**src/rtl/tpce_pkg.sv**
```systemverilog
// ----------------------------------------------------------------------------
// tpce_pkg: shared definitions for the typed predicate chain evaluator
// Operation, operand type and status codes, the queue geometry and the word
// that passes from the conversion front end to the evaluation back end.
// ----------------------------------------------------------------------------
package tpce_pkg;

	localparam logic [3:0] OP_NOT = 4'd0;
	localparam logic [3:0] OP_AND = 4'd1;
	localparam logic [3:0] OP_OR  = 4'd2;
	localparam logic [3:0] OP_LT  = 4'd3;
	localparam logic [3:0] OP_LTE = 4'd4;
	localparam logic [3:0] OP_GT  = 4'd5;
	localparam logic [3:0] OP_GTE = 4'd6;
	localparam logic [3:0] OP_EQ  = 4'd7;
	localparam logic [3:0] OP_NEQ = 4'd8;

	localparam logic [3:0] TYPE_BOOL = 4'd0;
	localparam logic [3:0] TYPE_I8   = 4'd1;
	localparam logic [3:0] TYPE_I16  = 4'd2;
	localparam logic [3:0] TYPE_I32  = 4'd3;
	localparam logic [3:0] TYPE_I64  = 4'd4;
	localparam logic [3:0] TYPE_U8   = 4'd5;
	localparam logic [3:0] TYPE_U16  = 4'd6;
	localparam logic [3:0] TYPE_U32  = 4'd7;
	localparam logic [3:0] TYPE_U64  = 4'd8;
	localparam logic [3:0] TYPE_F32  = 4'd9;
	localparam logic [3:0] TYPE_F64  = 4'd10;
	localparam logic [3:0] TYPE_TS   = 4'd11;

	localparam logic [1:0] STATUS_OK        = 2'd0;
	localparam logic [1:0] STATUS_BAD_COUNT = 2'd1;
	localparam logic [1:0] STATUS_BAD_TYPE  = 2'd2;
	localparam logic [1:0] STATUS_BAD_OP    = 2'd3;

	// Exponent of a 64-bit integer whose top bit is set, and of an f32
	// subnormal mantissa taken as an integer scaled by 2^-149.
	localparam logic [10:0] EXP_INT_BASE = 11'd1086;
	localparam logic [10:0] EXP_F32_SUB  = 11'd937;
	localparam logic [10:0] EXP_F32_BIAS = 11'd896;

	localparam int QUEUE_DEPTH = 8;
	localparam int QUEUE_AW    = 3;

	typedef struct packed {
		logic [3:0] func;
		logic       logic_ok;
		logic       cmp_ok;
		logic       first;
		logic       last;
	} tpce_meta_t;

	typedef struct packed {
		tpce_meta_t  meta;
		logic [63:0] dbl;
	} tpce_item_t;

endpackage

```
**src/rtl/tpce_front.sv**
```systemverilog
// ----------------------------------------------------------------------------
// tpce_front: operand classification and conversion to double
// Four stages: classify and take the magnitude, count leading zeros per
// 16-bit chunk, normalise, then round to nearest even and pack.
// ----------------------------------------------------------------------------
module tpce_front (
	input  logic                                clk,
	input  logic                                arst_n,
	input  logic                                in_valid,
	output logic                                in_stall,
	input  logic [3:0]                          func,
	input  logic [3:0]                          operand_kind,
	input  logic [63:0]                         operand_bits,
	input  logic                                first_operand,
	input  logic                                last_operand,
	input  logic [tpce_pkg::QUEUE_AW:0]         queue_count,
	output logic                                item_valid,
	output tpce_pkg::tpce_item_t                item
);
	import tpce_pkg::*;

	function automatic logic [3:0] lz16(input logic [15:0] v);
		logic [3:0] n;
		logic       found;
		n = 4'd0;
		found = 1'b0;
		for (int i = 15; i >= 0; i--) begin
			if (!found) begin
				if (v[i])
					found = 1'b1;
				else
					n = 4'(n + 4'd1);
			end
		end
		return n;
	endfunction

	logic        accept;
	logic [2:0]  inflight;
	logic [4:0]  occupancy;

	logic        sign_c;
	logic [63:0] mag_c;
	logic [10:0] ebase_c;
	logic        direct_c;
	logic [63:0] dir_c;
	tpce_meta_t  meta_c;

	logic        v_s1, v_s2, v_s3, v_s4;
	tpce_meta_t  meta_s1, meta_s2, meta_s3;
	logic        sign_s1, sign_s2, sign_s3;
	logic [63:0] mag_s1, mag_s2;
	logic [10:0] ebase_s1, ebase_s2;
	logic        direct_s1, direct_s2, direct_s3;
	logic [63:0] dir_s1, dir_s2, dir_s3;
	logic [15:0] chunk_lz_s2;
	logic [3:0]  chunk_nz_s2;
	logic [63:0] norm_s3;
	logic [10:0] exp_s3;
	logic        zero_s3;
	tpce_item_t  item_s4;

	logic [5:0]  lzc_c;
	logic [52:0] mant_rnd_c;
	logic        round_up_c;
	logic [10:0] exp_rnd_c;
	logic [63:0] dbl_c;

	// Every word in the pipe has a guaranteed place in the queue.
	assign inflight  = 3'(v_s1) + 3'(v_s2) + 3'(v_s3) + 3'(v_s4);
	assign occupancy = 5'(queue_count) + 5'(inflight);
	assign in_stall  = occupancy >= 5'(QUEUE_DEPTH);
	assign accept    = in_valid && !in_stall;

	always_comb begin
		sign_c   = 1'b0;
		mag_c    = 64'd0;
		ebase_c  = EXP_INT_BASE;
		direct_c = 1'b0;
		dir_c    = 64'd0;
		case (operand_kind)
			TYPE_BOOL, TYPE_I32: begin
				sign_c = operand_bits[31];
				mag_c  = {32'd0, sign_c ? (~operand_bits[31:0] + 32'd1) : operand_bits[31:0]};
			end
			TYPE_I8: begin
				sign_c = operand_bits[7];
				mag_c  = {56'd0, sign_c ? (~operand_bits[7:0] + 8'd1) : operand_bits[7:0]};
			end
			TYPE_I16: begin
				sign_c = operand_bits[15];
				mag_c  = {48'd0, sign_c ? (~operand_bits[15:0] + 16'd1) : operand_bits[15:0]};
			end
			TYPE_I64, TYPE_TS: begin
				sign_c = operand_bits[63];
				mag_c  = sign_c ? (~operand_bits + 64'd1) : operand_bits;
			end
			TYPE_U8:  mag_c = {56'd0, operand_bits[7:0]};
			TYPE_U16: mag_c = {48'd0, operand_bits[15:0]};
			TYPE_U32: mag_c = {32'd0, operand_bits[31:0]};
			TYPE_U64: mag_c = operand_bits;
			TYPE_F32: begin
				sign_c = operand_bits[31];
				if (operand_bits[30:23] == 8'd0 && operand_bits[22:0] != 23'd0) begin
					// A subnormal single is exact as a scaled integer.
					mag_c   = {41'd0, operand_bits[22:0]};
					ebase_c = EXP_F32_SUB;
				end else begin
					direct_c = 1'b1;
					if (operand_bits[30:23] == 8'd0)
						dir_c = {sign_c, 63'd0};
					else if (operand_bits[30:23] == 8'hFF)
						dir_c = {sign_c, 11'h7FF, operand_bits[22:0], 29'd0};
					else
						dir_c = {sign_c, 11'(operand_bits[30:23]) + EXP_F32_BIAS,
							operand_bits[22:0], 29'd0};
				end
			end
			TYPE_F64: begin
				direct_c = 1'b1;
				dir_c    = operand_bits;
			end
			default: begin
				direct_c = 1'b1;
				dir_c    = 64'd0;
			end
		endcase
		meta_c.func     = func;
		meta_c.logic_ok = operand_kind <= TYPE_F64;
		meta_c.cmp_ok   = operand_kind >= TYPE_I8 && operand_kind <= TYPE_TS;
		meta_c.first    = first_operand;
		meta_c.last     = last_operand;
	end

	always_comb begin
		if (chunk_nz_s2[3])
			lzc_c = {2'd0, chunk_lz_s2[15:12]};
		else if (chunk_nz_s2[2])
			lzc_c = {2'd1, chunk_lz_s2[11:8]};
		else if (chunk_nz_s2[1])
			lzc_c = {2'd2, chunk_lz_s2[7:4]};
		else
			lzc_c = {2'd3, chunk_lz_s2[3:0]};
	end

	always_comb begin
		round_up_c = norm_s3[10] && ((|norm_s3[9:0]) || norm_s3[11]);
		mant_rnd_c = {1'b0, norm_s3[62:11]} + 53'(round_up_c);
		exp_rnd_c  = exp_s3 + 11'(mant_rnd_c[52]);
		if (direct_s3)
			dbl_c = dir_s3;
		else if (zero_s3)
			dbl_c = 64'd0;
		else
			dbl_c = {sign_s3, exp_rnd_c, mant_rnd_c[51:0]};
	end

	always_ff @(posedge clk or negedge arst_n) begin
		if (!arst_n) begin
			v_s1 <= 1'b0;
			v_s2 <= 1'b0;
			v_s3 <= 1'b0;
			v_s4 <= 1'b0;
		end else begin
			v_s1 <= accept;
			v_s2 <= v_s1;
			v_s3 <= v_s2;
			v_s4 <= v_s3;
		end
	end

	always_ff @(posedge clk) begin
		meta_s1   <= meta_c;
		sign_s1   <= sign_c;
		mag_s1    <= mag_c;
		ebase_s1  <= ebase_c;
		direct_s1 <= direct_c;
		dir_s1    <= dir_c;

		meta_s2   <= meta_s1;
		sign_s2   <= sign_s1;
		mag_s2    <= mag_s1;
		ebase_s2  <= ebase_s1;
		direct_s2 <= direct_s1;
		dir_s2    <= dir_s1;
		for (int k = 0; k < 4; k++) begin
			chunk_lz_s2[k*4 +: 4] <= lz16(mag_s1[k*16 +: 16]);
			chunk_nz_s2[k]        <= |mag_s1[k*16 +: 16];
		end

		meta_s3   <= meta_s2;
		sign_s3   <= sign_s2;
		direct_s3 <= direct_s2;
		dir_s3    <= dir_s2;
		norm_s3   <= mag_s2 << lzc_c;
		exp_s3    <= ebase_s2 - 11'(lzc_c);
		zero_s3   <= ~|chunk_nz_s2;

		item_s4.meta <= meta_s3;
		item_s4.dbl  <= dbl_c;
	end

	assign item_valid = v_s4;
	assign item       = item_s4;

endmodule

```
**src/rtl/tpce_fifo.sv**
```systemverilog
// ----------------------------------------------------------------------------
// tpce_fifo: short queue between the front end and the back end
// Holds converted words; the front end never pushes into a full queue.
// ----------------------------------------------------------------------------
module tpce_fifo (
	input  logic                        clk,
	input  logic                        arst_n,
	input  logic                        push,
	input  tpce_pkg::tpce_item_t        push_item,
	input  logic                        pop,
	output logic                        not_empty,
	output tpce_pkg::tpce_item_t        head,
	output logic [tpce_pkg::QUEUE_AW:0] count
);
	import tpce_pkg::*;

	tpce_item_t          entry_q [QUEUE_DEPTH];
	logic [QUEUE_AW-1:0] wr_ptr_q;
	logic [QUEUE_AW-1:0] rd_ptr_q;
	logic [QUEUE_AW:0]   count_q;

	always_ff @(posedge clk or negedge arst_n) begin
		if (!arst_n) begin
			wr_ptr_q <= '0;
			rd_ptr_q <= '0;
			count_q  <= '0;
		end else begin
			if (push)
				wr_ptr_q <= wr_ptr_q + 1'b1;
			if (pop)
				rd_ptr_q <= rd_ptr_q + 1'b1;
			if (push && !pop)
				count_q <= count_q + 1'b1;
			else if (pop && !push)
				count_q <= count_q - 1'b1;
		end
	end

	always_ff @(posedge clk) begin
		if (push)
			entry_q[wr_ptr_q] <= push_item;
	end

	assign not_empty = count_q != '0;
	assign head      = entry_q[rd_ptr_q];
	assign count     = count_q;

endmodule

```
**src/rtl/tpce_back.sv**
```systemverilog
// ----------------------------------------------------------------------------
// tpce_back: list evaluation and result register
// Applies the operation to each converted word, tracks the list state and
// holds the result word until the consumer takes it.
// ----------------------------------------------------------------------------
module tpce_back (
	input  logic                 clk,
	input  logic                 arst_n,
	input  logic                 head_valid,
	input  tpce_pkg::tpce_item_t head,
	output logic                 pop,
	output logic                 out_valid,
	input  logic                 out_stall,
	output logic [1:0]           status,
	output logic                 truth
);
	import tpce_pkg::*;

	logic [3:0]  cur_op_q;
	logic [63:0] prev_q;
	logic        verd_q;
	logic        df_q;
	logic [1:0]  err_q;
	logic [1:0]  tally_q;
	logic        out_valid_q;
	logic [1:0]  status_q;
	logic        truth_q;

	logic [3:0]  op_e;
	logic [63:0] prev_n;
	logic        verd_n;
	logic        df_n;
	logic [1:0]  err_n;
	logic [1:0]  tally_e, tally_n;
	logic [1:0]  status_n;
	logic        nz;
	logic        nan_any, zero_both, mag_lt, mag_eq;
	logic        eq, lt_ab, lt_ba, holds;
	logic        out_free;

	assign out_free = !out_valid_q || !out_stall;
	assign pop      = head_valid && (!head.meta.last || out_free);

	always_comb begin
		op_e    = head.meta.first ? head.meta.func : cur_op_q;
		tally_e = head.meta.first ? 2'd0 : tally_q;
		prev_n  = head.meta.first ? 64'd0 : prev_q;
		verd_n  = head.meta.first ? 1'b1 : verd_q;
		df_n    = head.meta.first ? 1'b0 : df_q;
		err_n   = head.meta.first ? STATUS_OK : err_q;

		nz = |head.dbl[62:0];

		// IEEE ordering of the previous value against the new one.
		nan_any = (&prev_n[62:52] && |prev_n[51:0]) || (&head.dbl[62:52] && |head.dbl[51:0]);
		zero_both = ~|prev_n[62:0] && ~|head.dbl[62:0];
		mag_lt  = prev_n[62:0] < head.dbl[62:0];
		mag_eq  = prev_n[62:0] == head.dbl[62:0];
		eq      = !nan_any && (zero_both || (mag_eq && prev_n[63] == head.dbl[63]));
		if (nan_any || zero_both) begin
			lt_ab = 1'b0;
			lt_ba = 1'b0;
		end else if (prev_n[63] != head.dbl[63]) begin
			lt_ab = prev_n[63];
			lt_ba = head.dbl[63];
		end else if (!prev_n[63]) begin
			lt_ab = mag_lt;
			lt_ba = !mag_lt && !mag_eq;
		end else begin
			lt_ab = !mag_lt && !mag_eq;
			lt_ba = mag_lt;
		end
		case (op_e)
			OP_LT:   holds = lt_ab;
			OP_LTE:  holds = lt_ab || eq;
			OP_GT:   holds = lt_ba;
			OP_GTE:  holds = lt_ba || eq;
			OP_EQ:   holds = eq;
			default: holds = !eq;
		endcase

		if (op_e <= OP_OR) begin
			if (tally_e == 2'd0)
				verd_n = op_e != OP_OR;
			if (!head.meta.logic_ok) begin
				if (err_n == STATUS_OK && (op_e != OP_NOT || tally_e == 2'd0))
					err_n = STATUS_BAD_TYPE;
			end else if (op_e == OP_NOT) begin
				if (tally_e == 2'd0)
					verd_n = !nz;
			end else if (op_e == OP_AND) begin
				verd_n = verd_n && nz;
			end else begin
				verd_n = verd_n || nz;
			end
		end else if (op_e <= OP_NEQ) begin
			if (err_n == STATUS_OK && !df_n) begin
				if (!head.meta.cmp_ok) begin
					err_n = STATUS_BAD_TYPE;
				end else if (tally_e == 2'd0) begin
					prev_n = head.dbl;
					verd_n = 1'b1;
				end else if (holds) begin
					prev_n = head.dbl;
				end else begin
					df_n   = 1'b1;
					verd_n = 1'b0;
				end
			end
		end

		tally_n = (tally_e == 2'd3) ? 2'd3 : tally_e + 2'd1;

		if (op_e > OP_NEQ)
			status_n = STATUS_BAD_OP;
		else if (op_e == OP_NOT && tally_n != 2'd1)
			status_n = STATUS_BAD_COUNT;
		else if (op_e >= OP_LT && tally_n < 2'd2)
			status_n = STATUS_BAD_COUNT;
		else
			status_n = err_n;
	end

	always_ff @(posedge clk or negedge arst_n) begin
		if (!arst_n) begin
			cur_op_q    <= OP_NOT;
			prev_q      <= 64'd0;
			verd_q      <= 1'b1;
			df_q        <= 1'b0;
			err_q       <= STATUS_OK;
			tally_q     <= 2'd0;
			out_valid_q <= 1'b0;
		end else begin
			if (pop) begin
				cur_op_q <= op_e;
				if (head.meta.last) begin
					prev_q  <= 64'd0;
					verd_q  <= 1'b1;
					df_q    <= 1'b0;
					err_q   <= STATUS_OK;
					tally_q <= 2'd0;
				end else begin
					prev_q  <= prev_n;
					verd_q  <= verd_n;
					df_q    <= df_n;
					err_q   <= err_n;
					tally_q <= tally_n;
				end
			end
			if (pop && head.meta.last)
				out_valid_q <= 1'b1;
			else if (!out_stall)
				out_valid_q <= 1'b0;
		end
	end

	always_ff @(posedge clk) begin
		if (pop && head.meta.last) begin
			status_q <= status_n;
			truth_q  <= (status_n == STATUS_OK) && verd_n;
		end
	end

	assign out_valid = out_valid_q;
	assign status    = status_q;
	assign truth     = truth_q;

endmodule

```
**src/rtl/typed_predicate_chain_evaluator_top.sv**
```systemverilog
// ----------------------------------------------------------------------------
// typed_predicate_chain_evaluator_top: typed predicate chain evaluator
// Evaluates NOT, AND, OR and chained double comparisons over operand lists.
// ----------------------------------------------------------------------------
// One operand word can be taken every clock cycle while in_stall is low. A word
// passes through the conversion pipe and an eight-entry queue before the
// evaluator retires it, one word a cycle; out_valid comes from a register that
// is set when the last word of a list is retired. Only a list's last word
// waits for the output register. in_stall rises when the queue and the
// conversion pipe together hold eight words, which happens only after the
// output side has stalled.
module typed_predicate_chain_evaluator_top (
	input  logic        clk,
	input  logic        arst_n,
	input  logic        in_valid,
	output logic        in_stall,
	input  logic [3:0]  func,
	input  logic [3:0]  operand_kind,
	input  logic [63:0] operand_bits,
	input  logic        first_operand,
	input  logic        last_operand,
	output logic        out_valid,
	input  logic        out_stall,
	output logic [1:0]  status,
	output logic        truth
);
	import tpce_pkg::*;

	logic              item_valid;
	tpce_item_t        item;
	logic              head_valid;
	tpce_item_t        head;
	logic              pop;
	logic [QUEUE_AW:0] queue_count;

	tpce_front u_front (
		.clk           (clk),
		.arst_n        (arst_n),
		.in_valid      (in_valid),
		.in_stall      (in_stall),
		.func          (func),
		.operand_kind  (operand_kind),
		.operand_bits  (operand_bits),
		.first_operand (first_operand),
		.last_operand  (last_operand),
		.queue_count   (queue_count),
		.item_valid    (item_valid),
		.item          (item)
	);

	tpce_fifo u_fifo (
		.clk       (clk),
		.arst_n    (arst_n),
		.push      (item_valid),
		.push_item (item),
		.pop       (pop),
		.not_empty (head_valid),
		.head      (head),
		.count     (queue_count)
	);

	tpce_back u_back (
		.clk        (clk),
		.arst_n     (arst_n),
		.head_valid (head_valid),
		.head       (head),
		.pop        (pop),
		.out_valid  (out_valid),
		.out_stall  (out_stall),
		.status     (status),
		.truth      (truth)
	);

endmodule

```
**config.mk**
```make
export PLATFORM = sky130hd
export DESIGN_NAME = typed_predicate_chain_evaluator_top
export DESIGN_NICKNAME = d
export VERILOG_FILES = /design/src/rtl/tpce_pkg.sv /design/src/rtl/tpce_front.sv /design/src/rtl/tpce_fifo.sv /design/src/rtl/tpce_back.sv /design/src/rtl/typed_predicate_chain_evaluator_top.sv
export SDC_FILE = /design/constraint.sdc
export NUM_CORES = 2
export LEC_CHECK = 0
export BUFFER_PORTS_ARGS = -buffer_cell sky130_fd_sc_hd__buf_2
export CORE_ASPECT_RATIO = 1.5
export CORE_MARGIN = 5
export CORE_UTILIZATION = 35
export CTS_CLUSTER_DIAMETER = 100
export DETAILED_ROUTE_END_ITERATION = 10
export RECOVER_POWER = 25
export SLEW_MARGIN = 20
export SYNTH_ARGS = -nofsm -noshare
export SYNTH_HDL_FRONTEND = slang
export SYNTH_SLANG_ARGS = --single-unit
```
**constraint.sdc**
```tcl
create_clock -name clk -period 8.83 [get_ports clk]
set_clock_uncertainty 0.1 [all_clocks]
set_input_delay 1.3245 -clock clk [delete_from_list [all_inputs] [get_ports clk]]
set_output_delay 1.3245 -clock clk [all_outputs]
set_load 0.01 [all_outputs]
```
==> results.md <==
- Dpl ws: 0.674 ns
- YS warnings: 0
- CTS tree: yes
- Clk_lat worst skew: between 0.7 and 0.8 ns
- Transition time at the pin with the least slew margin: 1.11 ns
- Internal reg-to-reg setup slack: 0.73 ns
- Top_reg_cell synth: sky130_fd_sc_hd__edfxtp_1
- Post-detailed-routing wire length: 134,000 µm
- Synthesized netlist cell count: 4,013
- Reg-to-reg critical path endpoint: u_front.chunk_lz_s2[6]
- Residual DRC count: 0
- Buffers on Ports: 82
- Post-Synthesis Net Count: 4,227
- Wirelength per Cell: 22.0 µm
- Worst R2R Start: u_front.mag_s1[30]
- Bufs on Longest Clock Path: 3
- Global-route wire length before repair: 203,000 µm
- Path category of the worst min-delay check: reg2reg
- Final clock period utilization by the worst path: 0.917
- Remaining max-slew budget at the tightest pin: 0.237
- Reported max-cap violation count: 0
- Post-route worst setup slack: 0.729 ns
- Post-Synthesis Cell Area: 50,600 µm²
- Arrival time worst endpoint: 8.60 ns
- Resize count post-CTS: 0
- Total of endpoints with negative setup slack in the final report: 0
- Number of library cell types mapped by synthesis: 82
- Status: finished, final reports clean
- Synthesis-stage register bit count: around 1,200
- Pin count of the biggest net entering global routing: 108
- Post-CTS setup-driven buffer insertion count: 0
- Number of pins exceeding their max-slew limit in the final report: 0
- Number of H-tree branching levels: 3
- Largest fanout on the critical path: 7
- Max rail drop VDD: 0.206 mV
- Minimum clock period: 8.10 ns
- Via count of the first global-routing pass: approximately 33,000
- Pwr Density: approximately 340 nW/µm²
- Site Rows: between 150 and 200
- Placed cells: between 5,000 and 6,000
- # clock sinks: 1,188
- Data required time of the worst path: ~9.3 ns
- Slowest-stage cell, CP: sky130_fd_sc_hd__dfxtp_1
- Setup Total Neg Slack: 0 ns
- Initial Utilization: 0.351
- Number of cells on the worst hold path: 0
- Delay of the slowest cell on the worst path: 0.44 ns
- Unrepaired setup endpoints after global routing: no
- Initial DRT Pass Iterations: 7
- I/O pins: between 80 and 90
- Area growth from synthesis to final layout: 12.9%
- Asr flop ratio synth: 0.0749
- Clock transition at path regs: about 0.06 ns
- Count of vias placed by the detailed router: approximately 32,000
- Filler cells: 13,695
- Worst Hold Launch: u_front.dir_s1[43]
- Commonest cells after routing, fill and taps aside: sky130_fd_sc_hd__edfxtp_1, sky130_fd_sc_hd__dfxtp_1, sky130_fd_sc_hd__mux2i_1
- Post-Syn Area per Cell: 12.6 µm²
- Number of hold violations in the final report: 0
- Final std cells w/o fill: 6,084
- Antenna violations before repair: 3
- Type of the worst setup path: reg2reg
- Cell at the root of the clock tree: sky130_fd_sc_hd__clkbuf_16
- Antenna-violating nets left: 0
- Standby leakage power: 0.0213 µW
- Total die area: 152,000 µm²
- Horiz. Die Dim: 320 µm
- CTS Buf Count: 108
- Crit path top cell by count: sky130_fd_sc_hd__ha_1
- Placer's final routability congestion estimate: about 0.96
- Type of destination of the critical path: flip-flop
- Hold buffer count at CTS: 0
- Category of the worst setup path launch point: flip-flop
- Sequential element share of the synthesized area: 0.593
- Via density: 5.27
- Core region area: between 100,000 and 150,000 µm²
- Reg2reg path depth: 37
- Number of synthesized flops with an enable pin: 579
- Starting DRC count in detailed routing: 2,254
- Timing-limited maximum frequency: 123 MHz
- Post-layout nets: 4,298
- GRT overflow: 0
- GR Util All Layers: 0.172
- Most frequent standard cell in the layout excluding fill and tap cells: sky130_fd_sc_hd__edfxtp_1
- Vertical extent of the die: between 400 and 500 µm
- Hold-critical path endpoint: u_front.dir_s2[43]
- Fraction of layout instances using a drive strength above 1: 0.133
- Post-detailed-placement half-perimeter wirelength: just under 100,000 µm
stage by stage:
stage	util	power (µW)	instance area, µm²	hold slack (ns)
finish	0.396	19300	57100	0.223
CTS	0.396	19400	57100	0.225
detailed placement	0.369	14400	53200	0.212
global route	0.396	20300	57100	0.226
floorplan	-	12200	50600	0.210
global placement	0.369	14300	53200	0.210
worst max-delay path: cells and delay by family (launching register included):
family | cells | cell delay (ns)
compound gates | 10 | 2.16
simple gates | 10 | 1.56
flops | 1 | 0.44
mux | 4 | 0.70
fa+ha+maj | 8 | 2.42
xor+xnor | 3 | 0.45
buf+inv | 2 | 0.15
sequential cells by signal, indices dropped and copies added, names as in the netlist, 11 cells and up:
name	count
u_front.mag_s1	64
u_front.norm_s3	63
u_front.chunk_lz_s2	16
u_back.prev_q	64
u_front.dir_s2	64
u_front.mag_s2	63
u_front.dir_s3	64
u_front.dir_s1	64
u_fifo.entry_q	576
u_front.exp_s3	11
u_front.item	72
metal layers:
metal / GRT usage / part of all wire / vias up
met5: 0 / 0.000082 / -
met4: 0.0860 / 0.053 / 2
met3: 0.0191 / 0.033 / 299
met2: 0.325 / 0.53 / 819
met1: 0.192 / 0.38 / 15839
li1: - / - / 15079
worst max path at each step:
stage / startpoint / endpoint / slack (ns)
floorplan: u_front.mag_s1[31] / u_front.chunk_lz_s2[6] / 1.25
global placement: u_front.mag_s1[31] / u_front.chunk_lz_s2[6] / 0.65
detailed placement: u_front.mag_s1[31] / u_front.chunk_lz_s2[6] / 0.67
CTS: u_front.mag_s1[31] / u_front.chunk_lz_s2[6] / 0.58
global route: u_front.mag_s1[30] / u_front.chunk_lz_s2[6] / 0.03
finish: u_front.mag_s1[30] / u_front.chunk_lz_s2[6] / 0.73
cell usage after synthesis, types with 6 or more instances:
master / instances / area, µm²
sky130_fd_sc_hd__o21ai_0: 193 / 966
sky130_fd_sc_hd__buf_1: 29 / 109
sky130_fd_sc_hd__and2_1: 90 / 563
sky130_fd_sc_hd__a31oi_1: 9 / 56.3
sky130_fd_sc_hd__nand2b_1: 35 / 219
sky130_fd_sc_hd__mux2_2: 28 / 315
sky130_fd_sc_hd__nor2_1: 252 / 946
sky130_fd_sc_hd__or4_1: 16 / 120
sky130_fd_sc_hd__ha_1: 132 / 1650
sky130_fd_sc_hd__a21boi_0: 6 / 45.0
sky130_fd_sc_hd__nand3_1: 71 / 355
sky130_fd_sc_hd__edfxtp_1: 579 / 17400
sky130_fd_sc_hd__mux2i_1: 324 / 3240
sky130_fd_sc_hd__nand2_1: 300 / 1130
sky130_fd_sc_hd__nor4_1: 39 / 244
sky130_fd_sc_hd__dfrtp_1: 88 / 2200
sky130_fd_sc_hd__buf_2: 37 / 185
sky130_fd_sc_hd__nor3_1: 63 / 315
sky130_fd_sc_hd__nor2b_1: 54 / 338
sky130_fd_sc_hd__o22ai_1: 18 / 113
sky130_fd_sc_hd__a21oi_1: 189 / 946
sky130_fd_sc_hd__or2_2: 20 / 125
sky130_fd_sc_hd__o2bb2ai_1: 60 / 526
sky130_fd_sc_hd__inv_1: 86 / 323
sky130_fd_sc_hd__o21a_1: 8 / 60.1
sky130_fd_sc_hd__or3_1: 34 / 213
sky130_fd_sc_hd__mux4_2: 133 / 3000
sky130_fd_sc_hd__nor3b_1: 11 / 82.6
sky130_fd_sc_hd__a22o_1: 38 / 333
sky130_fd_sc_hd__clkbuf_1: 108 / 405
sky130_fd_sc_hd__a311oi_1: 8 / 70.1
sky130_fd_sc_hd__xor2_1: 48 / 420
sky130_fd_sc_hd__a22oi_1: 16 / 120
sky130_fd_sc_hd__o31ai_1: 8 / 60.1
sky130_fd_sc_hd__a211oi_1: 34 / 255
sky130_fd_sc_hd__o211ai_1: 11 / 82.6
sky130_fd_sc_hd__a21o_1: 14 / 105
sky130_fd_sc_hd__o31a_1: 15 / 131
sky130_fd_sc_hd__and3_1: 60 / 375
sky130_fd_sc_hd__nand4_1: 39 / 244
sky130_fd_sc_hd__dfxtp_1: 520 / 10400
sky130_fd_sc_hd__xnor2_1: 89 / 780
logic make-up after synthesis:
family,count (synthesis),synth area share
xor gates and xnor gates,137,0.0237
DFF,1188,0.593
AOI/OAI and AO/OA,686,0.0883
buffers and inverters,270,0.0218
adders and majority gates,136,0.0342
muxes,485,0.130
and+or+nand+nor,1111,0.109
layout make-up:
class	instances	area (µm²)	area share
clock inverters	72	937	0.0164
flip-flops and latches	1188	30000	0.526
diodes	2	5.00	0.0000876
repair buffers	143	883	0.0155
inverters	88	330	0.00578
multi-input cells	2555	19600	0.343
well taps	1903	2380	0.0417
clock buffers	133	2950	0.0517
where the power goes:
group | total, µW | switching (µW) | internal (µW)
Sequential | 7340 | 602 | 6740
Clock | 5010 | 2120 | 2890
Combinational | 6910 | 4210 | 2710
No activity file was read; power rests on OpenSTA's default activity.
